File: src/hdl/wspr_pkg.sv
`timescale 1ns / 1ps
// Shared types, constants and tables for the WSPR message encoder.
package wspr_pkg;

  localparam int CALL_W      = 28;
  localparam int LOC_W       = 22;
  localparam int MSG_W       = CALL_W + LOC_W;
  localparam int CONV_W      = 32;
  localparam int NUM_CODED   = 162;
  localparam int NUM_BYTES   = 21;
  localparam int FRAME_W     = 8 * NUM_BYTES;
  localparam int ENC_STEPS   = 81;
  localparam int PACK_STEPS  = 6;
  localparam int CNT_W       = 7;
  localparam int IDX_W       = 5;

  localparam logic [CONV_W-1:0] POLY_A = 32'hF2D05351;
  localparam logic [CONV_W-1:0] POLY_B = 32'hE4613C47;

  // one received message
  typedef struct packed {
    logic [5:0][7:0]   call;
    logic [3:0][7:0]   grid;
    logic signed [6:0] power_dbm;
  } msg_t;

  // controller to datapath
  typedef struct packed {
    logic             capture;
    logic             pack;
    logic             load;
    logic             enc;
    logic             pop;
    logic             err_sel;
    logic [CNT_W-1:0] idx;
  } dp_cmd_t;

  // datapath to controller
  typedef struct packed {
    logic bad_call;
  } dp_status_t;

  function automatic logic call_char_ok(input logic [7:0] c);
    logic ok;
    ok = (c >= 8'h30 && c <= 8'h39) || (c >= 8'h41 && c <= 8'h5A) || (c == 8'h20);
    return ok;
  endfunction

  // '0'..'9' -> 0..9, 'A'..'Z' -> 10..35, space -> 36
  function automatic logic [5:0] map_call_char(input logic [7:0] c);
    logic [5:0] v;
    v = 6'd36;
    if (c >= 8'h30 && c <= 8'h39) begin
      v = 6'(c - 8'h30);
    end else if (c >= 8'h41 && c <= 8'h5A) begin
      v = 6'(c - 8'h41 + 8'd10);
    end
    return v;
  endfunction

  function automatic logic [7:0] rev8(input logic [7:0] v);
    logic [7:0] r;
    for (int b = 0; b < 8; b++) begin
      r[7-b] = v[b];
    end
    return r;
  endfunction

  typedef logic [7:0] ilv_tab_t [NUM_CODED];

  // coded bit number -> channel symbol position (bit-reversal interleave)
  function automatic ilv_tab_t build_ilv_tab();
    ilv_tab_t   tab;
    int         p;
    logic [7:0] j;
    tab = '{default: '0};
    p   = 0;
    for (int i = 0; i < 256; i++) begin
      j = rev8(8'(i));
      if (j < 8'(NUM_CODED)) begin
        tab[p] = j;
        p++;
      end
    end
    return tab;
  endfunction

  localparam ilv_tab_t ILV_TAB = build_ilv_tab();

endpackage

File: src/hdl/wspr_if.sv
`timescale 1ns / 1ps
// Valid/ready channel interfaces for message input and frame output.
interface wspr_in_if;
  logic              valid;
  logic              ready;
  logic [7:0]        call_char0;
  logic [7:0]        call_char1;
  logic [7:0]        call_char2;
  logic [7:0]        call_char3;
  logic [7:0]        call_char4;
  logic [7:0]        call_char5;
  logic [7:0]        grid_char0;
  logic [7:0]        grid_char1;
  logic [7:0]        grid_char2;
  logic [7:0]        grid_char3;
  logic signed [6:0] power_dbm;

  modport source (
    output valid, call_char0, call_char1, call_char2, call_char3, call_char4,
           call_char5, grid_char0, grid_char1, grid_char2, grid_char3, power_dbm,
    input  ready
  );
  modport sink (
    input  valid, call_char0, call_char1, call_char2, call_char3, call_char4,
           call_char5, grid_char0, grid_char1, grid_char2, grid_char3, power_dbm,
    output ready
  );
endinterface

interface wspr_out_if;
  logic       valid;
  logic       ready;
  logic [7:0] channel_byte;
  logic [4:0] byte_index;
  logic       last_byte;
  logic       bad_callsign;

  modport source (
    output valid, channel_byte, byte_index, last_byte, bad_callsign,
    input  ready
  );
  modport sink (
    input  valid, channel_byte, byte_index, last_byte, bad_callsign,
    output ready
  );
endinterface

File: src/hdl/wspr_ctrl.sv
`timescale 1ns / 1ps
// Sequencing controller: check, pack, load, encode, frame output and error phases.
module wspr_ctrl
  import wspr_pkg::*;
(
  input  logic       clk,
  input  logic       rst_n,
  input  logic       in_valid,
  output logic       in_ready,
  output logic       out_valid,
  input  logic       out_ready,
  input  dp_status_t status,
  output dp_cmd_t    cmd
);

  typedef enum logic [2:0] {
    S_IDLE,
    S_CHECK,
    S_PACK,
    S_LOAD,
    S_ENC,
    S_OUT,
    S_ERR
  } state_t;

  state_t           state_r, state_nxt;
  logic [CNT_W-1:0] cnt_r, cnt_nxt;
  logic             pending_r, pending_nxt;
  logic             accept;

  always_comb begin
    in_ready = (state_r == S_IDLE) ||
               (((state_r == S_OUT) || (state_r == S_ERR)) && !pending_r);
    accept   = in_valid && in_ready;

    state_nxt   = state_r;
    cnt_nxt     = cnt_r;
    pending_nxt = pending_r;
    out_valid   = 1'b0;
    cmd         = '0;
    cmd.idx     = cnt_r;
    cmd.capture = accept;

    case (state_r)
      S_IDLE: begin
        if (accept) begin
          state_nxt = S_CHECK;
        end
      end
      S_CHECK: begin
        cnt_nxt   = '0;
        state_nxt = status.bad_call ? S_ERR : S_PACK;
      end
      S_PACK: begin
        cmd.pack = 1'b1;
        if (cnt_r == CNT_W'(PACK_STEPS - 1)) begin
          state_nxt = S_LOAD;
          cnt_nxt   = '0;
        end else begin
          cnt_nxt = cnt_r + 1'b1;
        end
      end
      S_LOAD: begin
        cmd.load  = 1'b1;
        cnt_nxt   = '0;
        state_nxt = S_ENC;
      end
      S_ENC: begin
        cmd.enc = 1'b1;
        if (cnt_r == CNT_W'(ENC_STEPS - 1)) begin
          state_nxt = S_OUT;
          cnt_nxt   = '0;
        end else begin
          cnt_nxt = cnt_r + 1'b1;
        end
      end
      S_OUT: begin
        out_valid = 1'b1;
        if (accept) begin
          pending_nxt = 1'b1;
        end
        if (out_ready) begin
          cmd.pop = 1'b1;
          if (cnt_r == CNT_W'(NUM_BYTES - 1)) begin
            state_nxt   = (pending_r || accept) ? S_CHECK : S_IDLE;
            pending_nxt = 1'b0;
            cnt_nxt     = '0;
          end else begin
            cnt_nxt = cnt_r + 1'b1;
          end
        end
      end
      S_ERR: begin
        out_valid   = 1'b1;
        cmd.err_sel = 1'b1;
        if (accept) begin
          pending_nxt = 1'b1;
        end
        if (out_ready) begin
          state_nxt   = (pending_r || accept) ? S_CHECK : S_IDLE;
          pending_nxt = 1'b0;
          cnt_nxt     = '0;
        end
      end
      default: begin
        state_nxt = S_IDLE;
      end
    endcase
  end

  always_ff @(posedge clk) begin
    if (!rst_n) begin
      state_r   <= S_IDLE;
      cnt_r     <= '0;
      pending_r <= 1'b0;
    end else begin
      state_r   <= state_nxt;
      cnt_r     <= cnt_nxt;
      pending_r <= pending_nxt;
    end
  end

endmodule

File: src/hdl/wspr_dp.sv
`timescale 1ns / 1ps
// Datapath: message registers, packing, convolutional encoder and frame buffer.
module wspr_dp
  import wspr_pkg::*;
(
  input  logic             clk,
  input  msg_t             msg,
  input  dp_cmd_t          cmd,
  output dp_status_t       status,
  output logic [7:0]       channel_byte,
  output logic [IDX_W-1:0] byte_index,
  output logic             last_byte,
  output logic             bad_callsign
);

  msg_t               msg_r;
  logic [CALL_W-1:0]  call_r, call_nxt;
  logic [LOC_W-1:0]   loc_r, loc_nxt;
  logic [LOC_W-1:0]   aux_r, aux_nxt;
  logic [MSG_W-1:0]   bits_r, bits_nxt;
  logic [CONV_W-1:0]  conv_r, conv_nxt;
  logic [FRAME_W-1:0] frame_r, frame_nxt;
  logic [7:0]         sel_char;
  logic [5:0]         m;
  logic [LOC_W-1:0]   pwr_ext;
  logic [7:0]         p0, p1;

  always_comb begin
    status.bad_call = 1'b0;
    for (int k = 0; k < 6; k++) begin
      if (!call_char_ok(msg_r.call[k])) begin
        status.bad_call = 1'b1;
      end
    end
  end

  always_comb begin
    case (cmd.idx[2:0])
      3'd0:    sel_char = msg_r.call[0];
      3'd1:    sel_char = msg_r.call[1];
      3'd2:    sel_char = msg_r.call[2];
      3'd3:    sel_char = msg_r.call[3];
      3'd4:    sel_char = msg_r.call[4];
      3'd5:    sel_char = msg_r.call[5];
      default: sel_char = msg_r.call[0];
    endcase
    m       = map_call_char(sel_char);
    pwr_ext = {{(LOC_W - 7){msg_r.power_dbm[6]}}, msg_r.power_dbm};
    p0      = {cmd.idx, 1'b0};
    p1      = {cmd.idx, 1'b1};
  end

  always_comb begin
    call_nxt  = call_r;
    loc_nxt   = loc_r;
    aux_nxt   = aux_r;
    bits_nxt  = bits_r;
    conv_nxt  = conv_r;
    frame_nxt = frame_r;

    if (cmd.pack) begin
      case (cmd.idx[2:0])
        3'd0: begin
          call_nxt = CALL_W'(m);
          loc_nxt  = LOC_W'(179)
                   - LOC_W'(LOC_W'(10) * (LOC_W'(msg_r.grid[0]) - LOC_W'(8'h41)))
                   - (LOC_W'(msg_r.grid[2]) - LOC_W'(8'h30));
          aux_nxt  = LOC_W'(LOC_W'(10) * (LOC_W'(msg_r.grid[1]) - LOC_W'(8'h41)))
                   + (LOC_W'(msg_r.grid[3]) - LOC_W'(8'h30));
        end
        3'd1: begin
          call_nxt = CALL_W'(call_r * CALL_W'(36)) + CALL_W'(m);
          loc_nxt  = LOC_W'(loc_r * LOC_W'(180)) + aux_r;
        end
        3'd2: begin
          call_nxt = CALL_W'(call_r * CALL_W'(10)) + CALL_W'(m);
          loc_nxt  = {loc_r[LOC_W-8:0], 7'd0} + pwr_ext + LOC_W'(64);
        end
        default: begin
          // letter or space positions: offset by ten
          call_nxt = CALL_W'(call_r * CALL_W'(27)) + CALL_W'(m) - CALL_W'(10);
        end
      endcase
    end

    if (cmd.load) begin
      bits_nxt  = {call_r, loc_r};
      conv_nxt  = '0;
      frame_nxt = '0;
    end

    if (cmd.enc) begin
      conv_nxt            = {conv_r[CONV_W-2:0], bits_r[MSG_W-1]};
      bits_nxt            = {bits_r[MSG_W-2:0], 1'b0};
      frame_nxt[ILV_TAB[p0]] = ^(conv_nxt & POLY_A);
      frame_nxt[ILV_TAB[p1]] = ^(conv_nxt & POLY_B);
    end

    if (cmd.pop) begin
      frame_nxt = {8'd0, frame_r[FRAME_W-1:8]};
    end
  end

  always_ff @(posedge clk) begin
    if (cmd.capture) begin
      msg_r <= msg;
    end
    call_r  <= call_nxt;
    loc_r   <= loc_nxt;
    aux_r   <= aux_nxt;
    bits_r  <= bits_nxt;
    conv_r  <= conv_nxt;
    frame_r <= frame_nxt;
  end

  assign channel_byte = cmd.err_sel ? 8'd0 : frame_r[7:0];
  assign byte_index   = cmd.err_sel ? '0 : cmd.idx[IDX_W-1:0];
  assign last_byte    = cmd.err_sel || (cmd.idx == CNT_W'(NUM_BYTES - 1));
  assign bad_callsign = cmd.err_sel;

endmodule

File: src/hdl/wspr_message_encoder_unit.sv
`timescale 1ns / 1ps
// WSPR message encoder top level: one message in, 21 interleaved channel bytes out.
//
// After acceptance the callsign is checked, callsign and locator are packed
// step by step, the message register is loaded, and the convolutional encoder
// shifts one message bit per cycle and writes both parity bits straight to
// their interleaved frame positions; then the first frame byte is offered. The
// 21 frame bytes follow one per cycle while the sink is ready. A message with
// an invalid callsign character gives a single error word after the check
// state instead. While a frame is being drained the next message is taken and
// held, and its processing starts once the last word has gone.
module wspr_message_encoder_unit
  import wspr_pkg::*;
(
  input  logic       clk,
  input  logic       rst_n,
  wspr_in_if.sink    in_msg,
  wspr_out_if.source out_frame
);

  msg_t       msg;
  dp_cmd_t    cmd;
  dp_status_t status;

  assign msg.call[0]   = in_msg.call_char0;
  assign msg.call[1]   = in_msg.call_char1;
  assign msg.call[2]   = in_msg.call_char2;
  assign msg.call[3]   = in_msg.call_char3;
  assign msg.call[4]   = in_msg.call_char4;
  assign msg.call[5]   = in_msg.call_char5;
  assign msg.grid[0]   = in_msg.grid_char0;
  assign msg.grid[1]   = in_msg.grid_char1;
  assign msg.grid[2]   = in_msg.grid_char2;
  assign msg.grid[3]   = in_msg.grid_char3;
  assign msg.power_dbm = in_msg.power_dbm;

  wspr_ctrl u_ctrl (
    .clk       (clk),
    .rst_n     (rst_n),
    .in_valid  (in_msg.valid),
    .in_ready  (in_msg.ready),
    .out_valid (out_frame.valid),
    .out_ready (out_frame.ready),
    .status    (status),
    .cmd       (cmd)
  );

  wspr_dp u_dp (
    .clk          (clk),
    .msg          (msg),
    .cmd          (cmd),
    .status       (status),
    .channel_byte (out_frame.channel_byte),
    .byte_index   (out_frame.byte_index),
    .last_byte    (out_frame.last_byte),
    .bad_callsign (out_frame.bad_callsign)
  );

  // a taken message blocks further input until processing starts
  assert property (@(posedge clk) disable iff (!rst_n)
    in_msg.valid && in_msg.ready |=> !in_msg.ready)
    else $error("input accepted twice in a row");

  // nothing is offered in the cycle after the final word of a message
  assert property (@(posedge clk) disable iff (!rst_n)
    out_frame.valid && out_frame.ready && out_frame.last_byte |=> !out_frame.valid)
    else $error("output word after last_byte");

  // frame words go out with consecutive indices
  assert property (@(posedge clk) disable iff (!rst_n)
    out_frame.valid && out_frame.ready && !out_frame.last_byte |=>
      out_frame.valid && (out_frame.byte_index == $past(out_frame.byte_index) + 5'd1))
    else $error("frame byte index not consecutive");

endmodule
File: src/flat_wrapper.sv
// flat-port wrapper written by rule: the top's interface ports become plain ports
module wspr_message_encoder_unit_flat import wspr_pkg::*;
  (clk, rst_n, in_msg_valid, in_msg_call_char0, in_msg_call_char1, in_msg_call_char2, in_msg_call_char3, in_msg_call_char4, in_msg_call_char5, in_msg_grid_char0, in_msg_grid_char1, in_msg_grid_char2, in_msg_grid_char3, in_msg_power_dbm, in_msg_ready, out_frame_valid, out_frame_channel_byte, out_frame_byte_index, out_frame_last_byte, out_frame_bad_callsign, out_frame_ready);
  wspr_in_if in_msg_i ();
  wspr_out_if out_frame_i ();
  input  logic clk;
  input  logic rst_n;
  input wire logic [$bits(in_msg_i.valid)-1:0] in_msg_valid;
  input wire logic [$bits(in_msg_i.call_char0)-1:0] in_msg_call_char0;
  input wire logic [$bits(in_msg_i.call_char1)-1:0] in_msg_call_char1;
  input wire logic [$bits(in_msg_i.call_char2)-1:0] in_msg_call_char2;
  input wire logic [$bits(in_msg_i.call_char3)-1:0] in_msg_call_char3;
  input wire logic [$bits(in_msg_i.call_char4)-1:0] in_msg_call_char4;
  input wire logic [$bits(in_msg_i.call_char5)-1:0] in_msg_call_char5;
  input wire logic [$bits(in_msg_i.grid_char0)-1:0] in_msg_grid_char0;
  input wire logic [$bits(in_msg_i.grid_char1)-1:0] in_msg_grid_char1;
  input wire logic [$bits(in_msg_i.grid_char2)-1:0] in_msg_grid_char2;
  input wire logic [$bits(in_msg_i.grid_char3)-1:0] in_msg_grid_char3;
  input wire logic [$bits(in_msg_i.power_dbm)-1:0] in_msg_power_dbm;
  output wire logic [$bits(in_msg_i.ready)-1:0] in_msg_ready;
  output wire logic [$bits(out_frame_i.valid)-1:0] out_frame_valid;
  output wire logic [$bits(out_frame_i.channel_byte)-1:0] out_frame_channel_byte;
  output wire logic [$bits(out_frame_i.byte_index)-1:0] out_frame_byte_index;
  output wire logic [$bits(out_frame_i.last_byte)-1:0] out_frame_last_byte;
  output wire logic [$bits(out_frame_i.bad_callsign)-1:0] out_frame_bad_callsign;
  input wire logic [$bits(out_frame_i.ready)-1:0] out_frame_ready;
  assign in_msg_i.valid = in_msg_valid;
  assign in_msg_i.call_char0 = in_msg_call_char0;
  assign in_msg_i.call_char1 = in_msg_call_char1;
  assign in_msg_i.call_char2 = in_msg_call_char2;
  assign in_msg_i.call_char3 = in_msg_call_char3;
  assign in_msg_i.call_char4 = in_msg_call_char4;
  assign in_msg_i.call_char5 = in_msg_call_char5;
  assign in_msg_i.grid_char0 = in_msg_grid_char0;
  assign in_msg_i.grid_char1 = in_msg_grid_char1;
  assign in_msg_i.grid_char2 = in_msg_grid_char2;
  assign in_msg_i.grid_char3 = in_msg_grid_char3;
  assign in_msg_i.power_dbm = in_msg_power_dbm;
  assign in_msg_ready = in_msg_i.ready;
  assign out_frame_valid = out_frame_i.valid;
  assign out_frame_channel_byte = out_frame_i.channel_byte;
  assign out_frame_byte_index = out_frame_i.byte_index;
  assign out_frame_last_byte = out_frame_i.last_byte;
  assign out_frame_bad_callsign = out_frame_i.bad_callsign;
  assign out_frame_i.ready = out_frame_ready;
  wspr_message_encoder_unit u_core (.clk(clk), .rst_n(rst_n), .in_msg(in_msg_i), .out_frame(out_frame_i));
endmodule
File: config.mk
export PLATFORM = sky130hd
export DESIGN_NAME = wspr_message_encoder_unit_flat
export DESIGN_NICKNAME = d
export VERILOG_FILES = /design/src/hdl/wspr_pkg.sv /design/src/hdl/wspr_if.sv /design/src/hdl/wspr_ctrl.sv /design/src/hdl/wspr_dp.sv /design/src/hdl/wspr_message_encoder_unit.sv /design/src/flat_wrapper.sv
export SDC_FILE = /design/constraint.sdc
export NUM_CORES = 2
export LEC_CHECK = 0
export BUFFER_PORTS_ARGS = -buffer_cell sky130_fd_sc_hd__buf_2
export CAP_MARGIN = 20
export CORE_ASPECT_RATIO = 0.7
export CORE_UTILIZATION = 40
export DETAILED_ROUTE_END_ITERATION = 10
export PLACE_DENSITY = 0.58
export REMOVE_ABC_BUFFERS = 1
export SYNTH_ARGS = -nofsm -noshare
export SYNTH_HDL_FRONTEND = slang
export SYNTH_SLANG_ARGS = --single-unit
File: constraint.sdc
create_clock -name clk -period 8.65 [get_ports clk]
set_input_delay 1.73 -clock clk [delete_from_list [all_inputs] [get_ports clk]]
set_output_delay 1.73 -clock clk [all_outputs]
set_load 0.02 [all_outputs]
## Word level (Yosys, flattened, before mapping)

Memory sizes are Yosys's and may differ from the RTL's.
Index checks and enable logic that the tools add are counted.

| cells by class | value |
|---|---|
| $add $sub $neg | 18 |
| multipliers | 6 |
| $lt $le $gt $ge | 34 |
| eq/ne operators | 26 |
| mux-type cells | 57 |
| bitwise operators | 2 |
| reduce and logical (&&, ||, !) cells | 49 |

Operator list:

| cell | number |
|---|---|
| $bwmux W168 | 2 |
| $mux W168 | 2 |
| $mux W160 | 1 |
| $mux W50 | 2 |
| $add A28 B6 Y28 | 3 |
| $pmux W28 S3 | 1 |
| $add A22 B22 Y22 | 3 |
| $pmux W22 S3 | 1 |
| $reduce_xor A32 Y1 | 2 |
| $mux W31 | 2 |
| $ge A8 B6 Y1 const B | 7 |
| $ge A8 B7 Y1 const B | 7 |
| $le A8 B6 Y1 const B | 7 |
| $le A8 B7 Y1 const B | 7 |
| $eq A8 B6 Y1 const B | 6 |
| $mul A3 B22 Y21 const A | 2 |
| $mux W8 | 5 |
| $pmux W8 S5 | 1 |
| $mux W7 | 5 |
| $pmux W7 S5 | 1 |
| $mul A28 B3 Y27 const B | 1 |
| $mul A28 B4 Y26 const B | 1 |
| $mul A28 B5 Y28 const B | 1 |
| $sub A28 B4 Y28 const B | 1 |
| 40 further kinds | 121 |

| storage, ports and cells | value |
|---|---|
| register bits after elaboration | 419 |
| bits in read-only memories | 4096 |
| input bits | 91 |
| output and inout bits | 17 |
| word-level logic and storage cells | 216 |
| memories | 2 |

Memories:

| memory | words | bits a word | rd ports | clocked after Yosys merged registers in | wr ports | line | text |
|---|---|---|---|---|---|---|---|
| (no name shown) | 256 | 8 | 1 | 0 | 0 | wspr_dp.sv:96 | `frame_nxt[ILV_TAB[p1]] = ^(conv_nxt & POLY_B);` |
| (no name shown) | 256 | 8 | 1 | 0 | 0 | wspr_dp.sv:95 | `frame_nxt[ILV_TAB[p0]] = ^(conv_nxt & POLY_A);` |

## Depth between registers and ports, before layout

| logic depth | value |
|---|---|
| depth in word-level cells | 12 |
| mapped depth | 35 |
| mapped depth without buffers | 32 |

## Hierarchy

From an unflattened synthesis, not the netlist that was laid out.

| unflattened totals | value |
|---|---|
| cells, all modules | 4241 |
| area, all modules | 37506.0 sq um |

By module, submodules not included:

| module | instances | cells each | area an instance (sq um) |
|---|---|---|---|
| wspr_dp | 1 | 4135 | 36682.7 |
| wspr_ctrl | 1 | 106 | 823.3 |

## Least setup slack after synthesis

OpenSTA, ideal clock, no wires.

| path | value |
|---|---|
| kind | reg2reg |
| start point | register u_core.u_ctrl.cnt_r[1] |
| end point | register u_core.u_dp.call_r[26] (data pin) |
| data arrival time | 7327 ps |
| data required time | 8379 ps |
| path slack | 1052 ps |
| stages on the path, launching flop included | 34 |
| buffers on the path | 2 |
| cells stage by stage | dfxtp_1 > buf_2 > inv_1 > ha_1 > clkbuf_1 > nand2b_1 > nand2_1 > mux2i_1 > inv_1 > ha_1 > o41ai_1 > nand2_1 > nand4_1 > inv_1 > a21oi_1 > o22a_1 > inv_1 > fa_1 > ha_1 > fa_1 > inv_1 > fa_1 > inv_1 > ha_1 > nor2b_1 > o2111ai_1 > nand4b_1 > o311ai_0 > a311oi_1 > o31ai_1 > o21ai_0 > xor2_1 > nand2_1 > o211ai_1 |

| on the way | value |
|---|---|
| word-level cells in the longest chain between the ends | 9 |

RTL lines:

| element | line | text |
|---|---|---|
| start: declaration | wspr_ctrl.sv:27 | `logic [CNT_W-1:0] cnt_r, cnt_nxt;` |
| start signal: assignment | wspr_ctrl.sv:118 | `cnt_r <= cnt_nxt;` |
| $eq A3 B3 Y1 (tied with other cells) | wspr_dp.sv:38 | `case (cmd.idx[2:0])` |
| $pmux W8 S5 | wspr_dp.sv:38 |  |
| $sub A6 B1 Y6 (tied with other cells) | wspr_pkg.sv:56 | `v = 6'(c - 8'h41 + 8'd10);` |
| $add A6 B4 Y6 or $logic_and A1 B1 Y1 (tied branches) | wspr_pkg.sv:56, wspr_pkg.sv:55 |  |
| $mux W6 | wspr_pkg.sv:55 | `end else if (c >= 8'h41 && c <= 8'h5A) begin` |
| $mux W6 | wspr_pkg.sv:53 | `if (c >= 8'h30 && c <= 8'h39) begin` |
| $add A28 B6 Y28 | wspr_dp.sv:81 | `call_nxt = CALL_W'(call_r * CALL_W'(27)) + CALL_W'(m) - CALL_W'(10);` |
| $sub A28 B4 Y28 | wspr_dp.sv:81 |  |
| $pmux W28 S3 (*) | wspr_dp.sv:62 | `case (cmd.idx[2:0])` |
| end signal: assignment | wspr_dp.sv:108 | `call_r <= call_nxt;` |
| end: declaration | wspr_dp.sv:17 | `logic [CALL_W-1:0] call_r, call_nxt;` |

Every way passes the cells marked *; elsewhere a longest branch is shown, timed or not.
A chain may end at the register's enable or synchronous reset.

## Worst setup path in the final report

Ends and elaborated chain as after synthesis.

==> results.yml <==
detailed_routing:
  remaining_drc_errors: 0
  detailedRoute.firstIterationViolations: 3371
  drt_pre_antenna_iters: 8
  totalWireLength_mm: 113.0
  drt-wirelength-per-cell_um: 20.38
  ant_nets: 0
  dr_total_vias: 32970
  vias_per_cell: 5.947
critical_path:
  worstPathMaxFanout: 13
  critical_path_buf_inv_count: 7
  arrival_ps: 8450
  start_kind: "flip-flop"
  slowest_cell_on_crit_path: "fa_1"
  criticalPathCategory: "reg -> reg"
  critical_path.most_common_cell: "inv_1"
  cp-end-kind: "flip-flop"
  required_ps: 8990
  cp_top_family: "adder cells"
  slowest_delay_ps: 530
yosys:
  synth_async_sr_flop_share_pct: 0
  post_synth_num_cell_types: 98
  postSynthRegisterBits: 419
  yosysWarnings: 0
  post-synth-top-area-fraction_pct: 19.18
  syn_area_um2: 37420
  ys_seq_area_share_pct: 28.81
  synth-edff-count: 239
  synthDominantAreaCellType: "edfxtp_1"
  syn-mean-instance-area_um2: 8.691
  postSynth.topFlopCell: "edfxtp_1"
  synthesis.instances: 4306
  synth_top_cells_by_area: "edfxtp_1 19%, ha_1 13%, dfxtp_1 9.6%"
placement:
  detailed_placer_s_ending_hpwl_mm: 79.22
  port-buffer-count: 107
  finalWeightedCongestion: 0.9016
  placedCellCount: 5444
global_route:
  wire_length_of_the_first_global_routing_pass_mm: 178.2
  number_of_global_route_vias_before_repair: 30337
  maximum_number_of_pins_on_one_net_before_global_route_repair: 164
  antenna_found_initial: 4
  gr_util_all_layers_pct: 23.26
  grt_overflow: 0
floorplanning:
  ios: 108
  floorplan.rows: 93
  initial_core_util_pct: 40.56
  floorplan.die_area_um2: 94810
  design.core.area_um2: 92270
  chipHeight_um: 257.9
  die_width_um: 367.6
flow_run:
  max_cap_violations: 0
cts:
  worst_setup_hold_path_clk_slew_ps: 80
  worstSkewPairLatency_ps: 620
  maximum_count_of_clock_buffers_along_a_single_path: 3
  cts_tree: "yes"
  cts-buffers-inserted: 49
  clk_tree_root_cell: "clkbuf_16"
  clkSinkCount: 419
  cts_max_level: 2
timing:
  maximum_achievable_frequency_mhz: 123.4
  timing.final.crit_period_ps: 8106
  setup-violations-final: 0
  final.setup.tns_ps: 0
  finClkSkew_ps: 34.10
  final.period_utilization_pct: 93.71
  rsz_0062_raised_after_global_routing: "no"
  final-max-slew-violation-count: 0
  timing.final.hold_violations: 0
  worst_slew_margin_relative_to_its_limit_pct: 23.72
  timing_worst_slew_pin_value_ps: 1140
cells_and_area:
  num-nets-final: 4832
  synth_to_layout_area_growth_pct: 8.867
  fillCellCount: 9078
  layout-drive-gt1-share_pct: 8.407
  final_cells: 5544
hold_path:
  min_path_type: "reg -> reg"
outcome:
  status: "complete, no violations"
cell usage after synthesis (11+ instances only):
master / number
a211oi_1: 41
o31ai_1: 35
o221ai_1: 26
and3_1: 40
a21o_1: 81
a22o_1: 37
edfxtp_1: 239
or2_2: 19
xnor2_1: 149
o211ai_1: 181
nand3_1: 170
nand2b_1: 49
clkbuf_1: 209
nor3_1: 77
a31o_2: 19
inv_1: 266
nand2_1: 413
a22oi_1: 63
nand3b_1: 14
ha_1: 386
mux2_2: 11
xor2_1: 95
o311ai_0: 91
buf_2: 33
nand4_1: 23
nor2_1: 246
a32oi_1: 17
dfxtp_1: 180
o21ai_0: 249
nor2b_1: 36
or3_1: 28
fa_1: 89
a21oi_1: 241
o21a_1: 24
mux2i_1: 15
and2_1: 69
a31oi_1: 52
o22ai_1: 34
o21bai_1: 21
logic make-up after synthesis:
family	synth area share, %
AO/OA/AOI/OAI	24.98
flip-flops	28.81
multiplexers	1.053
XOR/XNOR	5.831
AND/OR/NAND/NOR	15.99
buffers and inverters	5.647
adder cells (fa/ha/maj)	17.69
final timing paths:
kind                                              from                     end  slack, ps  cells after the start
worst max-delay path            u_core.u_ctrl.cnt_r[1]  u_core.u_dp.call_r[26]        540                     32
worst min-delay path             u_core.u_dp.msg_r[31]    u_core.u_dp.aux_r[0]        420                      0
worst max register to register  u_core.u_ctrl.cnt_r[1]  u_core.u_dp.call_r[26]        540                     32
worst min register to register   u_core.u_dp.msg_r[31]    u_core.u_dp.aux_r[0]        420                      0
repair_timing:
item | CTS | global route
setup buffers | 0 | 0
hold buffers | 0 | 0
endpoints found under the setup margin | 0 | 6
resized for setup | 0 | 5
cell type report:
| type | count | area (um^2) | area share, % |
|---|---|---|---|
| Clock buffer | 62 | 1346 | 3.304 |
| Antenna cell | 3 | 7.507 | 0.01843 |
| Multi-Input combinational cell | 3354 | 24660 | 60.52 |
| Sequential cell | 419 | 10790 | 26.48 |
| Clock inverter | 29 | 309.0 | 0.7586 |
| Timing Repair Buffer | 174 | 1080 | 2.650 |
| Tap cell | 1235 | 1545 | 3.793 |
| Inverter | 268 | 1008 | 2.475 |
state kept, by name, indices dropped and copies added (netlist names):
register and cells:
u_core.u_ctrl.cnt_r 7, u_core.u_ctrl.pending_r 1, u_core.u_ctrl.state_r 3, u_core.u_dp.aux_r 22, u_core.u_dp.bits_r 50, u_core.u_dp.call_r 28
u_core.u_dp.conv_r 31, u_core.u_dp.frame_r 168, u_core.u_dp.loc_r 22, u_core.u_dp.msg_r 87
routing by layer:
metal / GRT usage (%) / up-vias / wire length [um]
met5: 0 / - / 12
met4: 4.919 / 2 / 1874
met3: 4.295 / 129 / 9517
met2: 30.48 / 1270 / 42680
met1: 38.10 / 15639 / 58890
li1: - / 15930 / -
cell usage in the layout, fill, tap and decap left out, types with 17 or more instances in the layout:
master	synthesis	layout
a211oi_1	41	41
xor2_1	95	94
nand2_1	413	412
fa_1	89	89
o21ai_0	249	249
a31oi_1	52	52
o31ai_1	35	35
and3_1	40	39
nor2b_1	36	34
nand3_1	170	168
o211ai_1	181	181
buf_4	7	63
dfxtp_1	180	176
nor2_1	246	242
buf_2	33	107
o22ai_1	34	34
a31o_2	19	19
nand4_1	23	23
xnor2_1	149	147
o311ai_0	91	91
o221ai_1	26	26
inv_1	266	265
nand2b_1	49	48
or2_2	19	19
nor3_1	77	76
a32oi_1	17	17
a22oi_1	63	63
and2_1	69	68
o21a_1	24	24
or3_1	28	28
a21oi_1	241	241
o21bai_1	21	21
clkbuf_16	0	51
a22o_1	37	37
ha_1	386	385
a21o_1	81	81
edfxtp_1	239	239
metrics by stage:
| step | area [um^2] | worst slack [ps] | hold WS [ps] | utilization (%) |
|---|---|---|---|---|
| final | 40740 | 543.7 | 421.6 | 44.15 |
| after global routing | 40740 | 32.52 | 445.0 | 44.15 |
| after CTS | 40650 | 284.9 | 422.8 | 44.05 |
| after detailed placement | 38990 | 329.1 | 407.2 | 42.26 |
| after global placement | 38990 | 519.7 | 404.8 | 42.25 |
| after floorplan | 36320 | -4840 | 400.3 | - |
Power is left out: the tool's default activity adds up to more than one toggle a clock period on the data nets, which glitch-free logic cannot reach.
